`config.mk`:
```
export PLATFORM = sky130hd
export DESIGN_NAME = paxa_queue
export DESIGN_NICKNAME = d
export VERILOG_FILES = /design/src/sv/paxa_pkg.sv /design/src/sv/paxa_queue.sv
export VERILOG_INCLUDE_DIRS = /design/src /design/src/sv
export SDC_FILE = /design/constraint.sdc
export NUM_CORES = 1
export LEC_CHECK = 0
export ABC_CLOCK_PERIOD_IN_PS = 5600
export BUFFER_PORTS_ARGS = -buffer_cell sky130_fd_sc_hd__buf_2
export CORE_MARGIN = 10
export CORE_UTILIZATION = 45
export CTS_BUF_LIST = sky130_fd_sc_hd__clkbuf_16
export CTS_CLUSTER_SIZE = 20
export DETAILED_ROUTE_END_ITERATION = 7
export GPL_TIMING_DRIVEN = 0
export PLACE_DENSITY = 0.7
export SYNTH_ARGS = -nofsm -noshare
export SYNTH_HDL_FRONTEND = slang
export SYNTH_SLANG_ARGS = --single-unit
```
`constraint.sdc`:
```
create_clock -name clk -period 5.6 [get_ports clk]
set_input_delay 1.68 -clock clk [delete_from_list [all_inputs] [get_ports clk]]
set_output_delay 1.68 -clock clk [all_outputs]
set_load 0.02 [all_outputs]
```
`src/sv/paxos_acceptor_macros.svh`:
```
// ---------------------------------------------------------------------------
// paxos acceptor assertion macros
// shared concurrent assertion forms, clocked on clk, off during reset
// ---------------------------------------------------------------------------
`ifndef PAXOS_ACCEPTOR_MACROS_SVH
`define PAXOS_ACCEPTOR_MACROS_SVH

// property that holds at every edge out of reset
`define PAXA_ASSERT(lbl, prop, msg) \
	lbl: assert property (@(posedge clk) disable iff (!arst_n) (prop)) else $error(msg);

// condition at one edge implies a consequence at the next
`define PAXA_ASSERT_NEXT(lbl, ante, cons, msg) \
	lbl: assert property (@(posedge clk) disable iff (!arst_n) (ante) |=> (cons)) else $error(msg);

`endif

```
`src/sv/paxa_pkg.sv`:
```
// ---------------------------------------------------------------------------
// paxa_pkg
// types and constants shared by the paxos acceptor front, queue and back
// ---------------------------------------------------------------------------
package paxa_pkg;

	// field widths
	localparam int OP_W     = 2;
	localparam int INST_W   = 10;
	localparam int ROUND_W  = 32;
	localparam int NODE_W   = 16;
	localparam int VALUE_W  = 32;
	localparam int FAULT_W  = 2;

	// decided value store
	localparam int INSTANCE_DEPTH = 1024;
	localparam int ADDR_W         = $clog2(INSTANCE_DEPTH);

	// queue between front and back, power of two
	localparam int Q_DEPTH = 2;
	localparam int QPTR_W  = (Q_DEPTH > 1) ? $clog2(Q_DEPTH) : 1;
	localparam int QCNT_W  = $clog2(Q_DEPTH + 1);

	// message operation codes
	typedef enum logic [OP_W-1:0] {
		OP_PREPARE = 2'd0,
		OP_ACCEPT  = 2'd1,
		OP_DECIDE  = 2'd2,
		OP_COMMIT  = 2'd3
	} op_t;

	// message class after the front decoder
	typedef enum logic [2:0] {
		CLS_PREPARE = 3'd0,
		CLS_ACCEPT  = 3'd1,
		CLS_DECIDE  = 3'd2,
		CLS_COMMIT  = 3'd3,
		CLS_RANGE   = 3'd4
	} cls_t;

	// fault codes
	typedef enum logic [FAULT_W-1:0] {
		FAULT_NONE     = 2'd0,
		FAULT_MISMATCH = 2'd1,
		FAULT_AHEAD    = 2'd2,
		FAULT_RANGE    = 2'd3
	} fault_t;

	// classified message word held in the queue
	typedef struct packed {
		cls_t               cls;
		logic [INST_W-1:0]  inst;
		logic [ROUND_W-1:0] round;
		logic [NODE_W-1:0]  node;
		logic [VALUE_W-1:0] value;
	} qword_t;

	// queue head toward the back
	typedef struct packed {
		logic   valid;
		qword_t word;
	} qhead_t;

	// result word
	typedef struct packed {
		logic               accepted;
		logic               old_instance;
		logic [ROUND_W-1:0] reply_round;
		logic [NODE_W-1:0]  reply_node;
		logic [VALUE_W-1:0] reply_value;
		logic               commit_valid;
		logic [INST_W-1:0]  commit_instance;
		logic [VALUE_W-1:0] commit_value;
		fault_t             fault;
	} res_t;

endpackage

```
`src/sv/paxa_queue.sv`:
```
// ---------------------------------------------------------------------------
// paxa_queue
// short fifo of classified message words between front and back
// ---------------------------------------------------------------------------
`include "paxos_acceptor_macros.svh"

module paxa_queue (
	input  logic            clk,
	input  logic            arst_n,
	input  logic            push,
	input  paxa_pkg::qword_t push_word,
	input  logic            pop,
	output logic            full,
	output paxa_pkg::qhead_t head
);
	import paxa_pkg::*;

	qword_t              mem_q [Q_DEPTH];
	logic [QPTR_W-1:0]   wptr_q;
	logic [QPTR_W-1:0]   rptr_q;
	logic [QCNT_W-1:0]   cnt_q;
	logic                do_pop;

	assign full       = (cnt_q == QCNT_W'(Q_DEPTH));
	assign head.valid = (cnt_q != '0);
	assign head.word  = mem_q[rptr_q];
	assign do_pop     = pop && head.valid;

	// storage
	always_ff @(posedge clk) begin
		if (push && !full) begin
			mem_q[wptr_q] <= push_word;
		end
	end

	// pointers and fill count
	always_ff @(posedge clk or negedge arst_n) begin
		if (!arst_n) begin
			wptr_q <= '0;
			rptr_q <= '0;
			cnt_q  <= '0;
		end else begin
			if (push && !full) begin
				wptr_q <= wptr_q + QPTR_W'(1);
			end
			if (do_pop) begin
				rptr_q <= rptr_q + QPTR_W'(1);
			end
			case ({push && !full, do_pop})
				2'b10:   cnt_q <= cnt_q + QCNT_W'(1);
				2'b01:   cnt_q <= cnt_q - QCNT_W'(1);
				default: cnt_q <= cnt_q;
			endcase
		end
	end

	`PAXA_ASSERT(a_q_no_overflow, !(push && full), "push into full queue")
	`PAXA_ASSERT(a_q_count_bound, cnt_q <= QCNT_W'(Q_DEPTH), "queue count beyond depth")
	`PAXA_ASSERT_NEXT(a_q_pop_nonempty, pop && !push && cnt_q == QCNT_W'(1), !head.valid, "queue not empty after last pop")

endmodule

```
==> results of run 1 <==
-- worst max-delay path, stage by stage (launching register included) --
cell and delay, ps:
dfrtp_1 380, buf_4 260, buf_6 190, mux2_2 350
buf_2 160
-- layout by cell type, fill, tap and decap left out, drive strengths merged --
cell and count:
dfrtp 4, buf 205, clkbuf 17, bufinv 1
nand2 1, or2 1, and3 1, edfxtp 186
nand2b 1, nor2 2, xnor2 3, ha 1
clkinv 8, mux2 93, xor2 2, clkinvlp 2
and2 1, inv 5
-- final timing paths --
kind                                      start                endpoint  slack, ps
setup / recovery             rptr_q$_DFFE_PN0P_                head[17]       2170
hold / removal             cnt_q[1]$_DFFE_PN0P_    cnt_q[1]$_DFFE_PN0P_        510
setup reg to reg           cnt_q[0]$_DFFE_PN0P_  mem_q[0][30]$_DFFE_PP_       3620
hold reg to reg            cnt_q[1]$_DFFE_PN0P_    cnt_q[1]$_DFFE_PN0P_        510
max in group asynchronous                arst_n      rptr_q$_DFFE_PN0P_       4410
min in group asynchronous                arst_n    cnt_q[1]$_DFFE_PN0P_       1060
-- stage by stage --
stage	cells	hold WS, ps
5_1_grt	722	534.7
3_5_place_dp	690	492.5
4_1_cts	722	508.1
2_1_floorplan	307	455.9
6_report	722	505.9
3_3_place_gp	686	476.4
-- per-layer routing --
metal / vias to the layer above / share of wire (%)
li1: 1645 / -
met1: 1739 / 38
met2: 129 / 50
met3: 17 / 9.7
met4: 2 / 1.4
met5: - / 0.095
-- cell families (layout without fill, tap and decap cells) --
group                      Yosys count  in the layout  share of synthesized area (%)
DFF                                190            190                          82.14
adders and majority gates            1              1                         0.1807
buffers and inverters               11            238                          1.356
and+or+nand+nor                      7              7                         0.5606
muxes                               93             93                          15.13
xor gates and xnor gates             5              5                         0.6328
-- layout make-up --
cell class / count / area share (%)
Sequential cell: 190 / 64.93
Multi-Input combinational cell: 106 / 13.19
Timing Repair Buffer: 195 / 12.00
Clock buffer: 17 / 4.859
Tap cell: 188 / 2.686
Clock inverter: 15 / 1.258
Buffer: 10 / 1.029
Inverter: 1 / 0.04287
-- state kept, by name, indices dropped and copies added, names as in the netlist --
name	count
rptr_q	1
cnt_q	2
mem_q	186
wptr_q	1
-- power groups by stage --
stage | sequential (mW) | combinational (mW) | clock [mW]
after floorplan | 2.05 | 1.12 | 0
after global placement | 2.08 | 1.63 | 0
after detailed placement | 2.05 | 1.70 | 0
after CTS | 2.02 | 1.71 | 1.11
after global routing | 2.05 | 1.79 | 1.16
final | 2.02 | 1.66 | 1.08
==> impl_metrics.yaml, run 1 <==
placement:
  gp_congestion: 0.7315
  dpl_cell_area_um2: 8220
  numPortBuffers: 191
  post-dp-hpwl_um: 9877
  preCtsSetupSlack_ps: 2386
floorplanning:
  num_rows: 45
  fp.dieH_um: 144.0
  ios: 192
  start_util_pct: 45.70
  coreArea_um2: 15150
  fp.dieW_um: 144.0
  dieArea_um2: 20740
sta:
  setup_viol: 0
  hold_violations: 0
  tightest_slew_ps: 682.6
  fin_crit_ps: 3432
  tns_ps: 0
  slew_headroom_pct: 54.49
  rsz0062_at_grt: "false"
  final_max_slew_viol_count: 0
  period_share_pct: 61.29
  finalWorstSetupSlack_ps: 2168
  max_freq_mhz: 291.4
  fin_worst_skew_ps: 11.05
final_layout:
  area_delta_synth_final_pct: 26.50
  final_util_pct: 57.81
  drive_gt1_share_pct: 61.61
  regArea_um2: 5685
  multi_input_comb_area_um2: 1155
  design_area_um2: 8756
  diodes: 0
  layout.nets: 619
  num-fill-cells: 1196
synth:
  yosys-top-cells-count: "edfxtp_1, mux2_2, buf_6"
  syn_inst: 307
  yosys.area.top_type: "edfxtp_1"
  synth.area.top_cells: "edfxtp_1, mux2_2, dfrtp_1"
  synth_ff_type: "edfxtp_1"
  ys_types: 16
  synth.top_cell.area_share_pct: 80.69
  yosysMostFrequentCell: "edfxtp_1"
  syn-num-nets: 405
  synth_edf_count: 186
  syn_area_um2: 6922
  async_flop_share_pct: 2.105
  avgSynthCellArea_um2: 22.55
  ys_ff_latch: 190
  ys_seq_area_share_pct: 82.14
  yosysWarnings: 0
clock_network:
  clock_sinks: 190
  htree_levels: 4
  clk_transition_reported_paths_ps: 60
  insertion_delay_ps: 420
  cts_setup_buffers: 0
  cts_tree: "yes"
  cts_made_buffers: 17
  cts_hold_buf: 0
  cts_buffer_depth: 2
  cts_resized: 0
  clockRootBuffer: "clkbuf_16"
detailed_routing:
  drc_errors: 0
  drt-total-wl_um: 13760
  viasPerCell: 4.892
  antenna_left: 0
  vias: 3532
  drt-initial-drc-count: 134
  first_pass_iters: 4
  avgRoutedWirePerCell_um: 19.05
global_routing:
  grt_pass1_wl_um: 20830
  grtUsageMet2_pct: 22.26
  grt_antenna_before_repair: 1
  grt_pass1_vias: 3949
  grtUsageTotal_pct: 13.35
  grt_util_met3_pct: 6.035
  grtUsageMet1_pct: 14.63
  globalRoute.totalOverflow: 0
  grt.busiest_layer: "met2"
  grt_max_degree: 49
critical_path:
  crit_required_ps: 3920
  crit_fanout: 10
  critPathKind: "reg -> out"
  worst_setup_path_start_kind: "flop"
  cp_data_arrival_time_ps: 1750
  worstRegToRegCells: 5
  endpoint_kind: "primary output"
power_and_ir_drop:
  peakVddDrop_uv: 283.6
  seqPwrFrac_pct: 42.4
  powerDensity_nw_per_um2: 542.6
  combPwrFrac_pct: 34.9
  pwr-share-clk_pct: 22.7
  p_int_mw: 3.214
  p_sw_mw: 1.537
  switching_share_pct: 32.36
  total_power_mw: 4.751
  power.leakage_nw: 3.312
worst_hold_path:
  hold_path_depth: 1
  hp-class: "reg -> reg"
job:
  maxCapViolCount: 0
status:
  status: "completed"
Power figures use the tool's default switching activity.
==> run 2, diff against run 1 <==
--- a/config.mk
+++ b/config.mk
@@ -6,7 +6,7 @@
 export SDC_FILE = /design/constraint.sdc
 export NUM_CORES = 1
 export LEC_CHECK = 0
-export ABC_CLOCK_PERIOD_IN_PS = 5600
+export ABC_CLOCK_PERIOD_IN_PS = 3580
 export BUFFER_PORTS_ARGS = -buffer_cell sky130_fd_sc_hd__buf_2
 export CORE_MARGIN = 10
 export CORE_UTILIZATION = 45
==> constraint.sdc (replaced) <==
create_clock -name clk -period 3.58 [get_ports clk]
set_input_delay 1.074 -clock clk [delete_from_list [all_inputs] [get_ports clk]]
set_output_delay 1.074 -clock clk [all_outputs]
set_load 0.02 [all_outputs]
==> run 2 against run 1 <==
  * Final area is 0.11% lower
  * Critical endpoint is now head[31]
  * Critical path depth stayed put
  * Highest routed layer is now met4
  * Total power is 57% higher
  * Die area stayed put
  * Combinational power is 55% higher
  * Global-route usage is 0.39 points lower
  * Critical path type unchanged
  * Sequential share of layout area is 0.074 points higher
==> impl_metrics.yaml, run 2 (same netlist as run 1, synthesis figures left out) <==
placement:
  dpl_cell_area_um2: 8193
  post-dp-hpwl_um: 9535
  gp_congestion: 0.7061
  dp_cells: 689
  numPortBuffers: 191
floorplanning:
  fp.dieH_um: 144.0
  ios: 192
  start_util_pct: 45.70
  dieArea_um2: 20740
  num_rows: 45
  fp.dieW_um: 144.0
  coreArea_um2: 15150
power_and_ir_drop:
  pwr-share-clk_pct: 23.2
  seqPwrFrac_pct: 42.3
  power.leakage_nw: 3.312
  switching_share_pct: 32.53
  peakVddDrop_uv: 455.1
  powerDensity_nw_per_um2: 851.4
  p_sw_mw: 2.422
  combPwrFrac_pct: 34.5
  p_int_mw: 5.024
critical_path:
  r2r_end: "mem_q[0][34]$_DFFE_PP_"
  regToRegStartpoint: "cnt_q[0]$_DFFE_PN0P_"
  worst_setup_path_start_kind: "flop"
  endpoint_kind: "primary output"
  critPathKind: "reg -> out"
  worstRegToRegCells: 4
  crit_required_ps: 2510
  crit_fanout: 10
  r2r_slack_ps: 1470
  cp_data_arrival_time_ps: 1720
  critPathLaunch: "rptr_q$_DFFE_PN0P_"
sta:
  period_share_pct: 78.10
  slew_headroom_pct: 38.09
  tns_ps: 0
  fin_crit_ps: 2796
  final_max_slew_viol_count: 0
  hold_violations: 0
  setup_viol: 0
  rsz0062_at_grt: "false"
  max_freq_mhz: 357.6
  holdWs_ps: 452.3
  fin_worst_skew_ps: 6.646
  tightest_slew_ps: 926.4
clock_network:
  htree_levels: 4
  cts_setup_buffers: 0
  clockRootBuffer: "clkbuf_16"
  cts_buffer_depth: 2
  insertion_delay_ps: 410
  cts_resized: 0
  cts_made_buffers: 17
  clk_transition_reported_paths_ps: 60
  cts_hold_buf: 0
  cts_tree: "yes"
  clock_sinks: 190
global_routing:
  grt.busiest_layer: "met2"
  globalRoute.totalOverflow: 0
  grtUsageMet1_pct: 13.98
  grt_max_degree: 52
  grt_pass1_vias: 3821
  grt_util_met3_pct: 6.199
  grt_antenna_before_repair: 0
  grtUsageTotal_pct: 12.95
  grt_pass1_wl_um: 20230
  grtUsageMet2_pct: 21.60
final_layout:
  regMostFlops: "mem_q"
  final_common_cell: "buf_2"
  top_regs: "mem_q (186), cnt_q (2)"
  drive_gt1_share_pct: 61.73
  final-instance-count-excl-fill: 722
  final_util_pct: 57.74
  area_delta_synth_final_pct: 26.36
  design_area_um2: 8746
  largest_reg_flops: 186
  mostFrequentLayoutCells: "buf_2, edfxtp_1, mux2_2, clkbuf_16, buf_6"
  layout.nets: 618
detailed_routing:
  first_pass_iters: 4
  drt-initial-drc-count: 115
  vias: 3523
  antenna_left: 0
  avgRoutedWirePerCell_um: 18.65
  drc_errors: 0
  drt-total-wl_um: 13470
  viasPerCell: 4.880
worst_hold_path:
  hp-class: "in -> async"
job:
  maxCapViolCount: 0
status:
  status: "completed"
==> run 2: cell types whose count changed in the layout (fill, tap and decap cells not counted), sizes merged <==
| cell | change |
|---|---|
| buf | -1 |
| inv | +3 |
| diode | +1 |
| clkinvlp | -2 |
| clkinv | -1 |
==> run 2: stage by stage <==
stage               setup slack, ps  power [mW]
CTS                           724.5       7.576
floorplan                     586.5       4.943
finish                        783.9       7.446
detailed placement            854.2       5.837
global placement             -191.3       5.748
global route                  678.4       7.840
==> run 2: worst max-delay path, cell delays in order (launching register included) <==
cell,delay [ps]
dfrtp_1,370
buf_4,240
buf_6,190
mux2_2,350
buf_2,170
==> run 2: power by group through the flow <==
stage | logic (mW) | registers, mW | clock network [mW]
detailed placement | 2.63 | 3.20 | 0
global route | 2.78 | 3.20 | 1.86
finish | 2.57 | 3.15 | 1.73
floorplan | 1.76 | 3.18 | 0
CTS | 2.64 | 3.16 | 1.78
global placement | 2.54 | 3.21 | 0
==> run 2: how the worst max path moves through the flow <==
stage | to | slack [ps] | cells after the start
2_1_floorplan | mem_q[0][0]$_DFFE_PP_ | 590 | 2
3_5_place_dp | mem_q[0][37]$_DFFE_PP_ | 850 | 4
4_1_cts | head[46] | 720 | 4
5_1_grt | head[26] | 680 | 4
6_report | head[31] | 780 | 4
3_3_place_gp | mem_q[0][36]$_DFFE_PP_ | -190 | 3
==> run 2: area by class of cell <==
class	instances	area, µm²
timing repair buffer	194	1023
tap	188	235.2
inverter	1	3.754
sequential	190	5685
buffer	10	90.09
fill	1195	6400
multi-input combinational	106	1155
clock buffer	17	425.4
clock inverter	15	125.1
antenna	1	2.502
==> run 2: metal layers <==
| layer | part of all wire [%] | vias up |
|---|---|---|
| met5 | 0 | - |
| met4 | 1.6 | 0 |
| met3 | 10 | 18 |
| met2 | 49 | 131 |
| met1 | 39 | 1717 |
| li1 | - | 1657 |
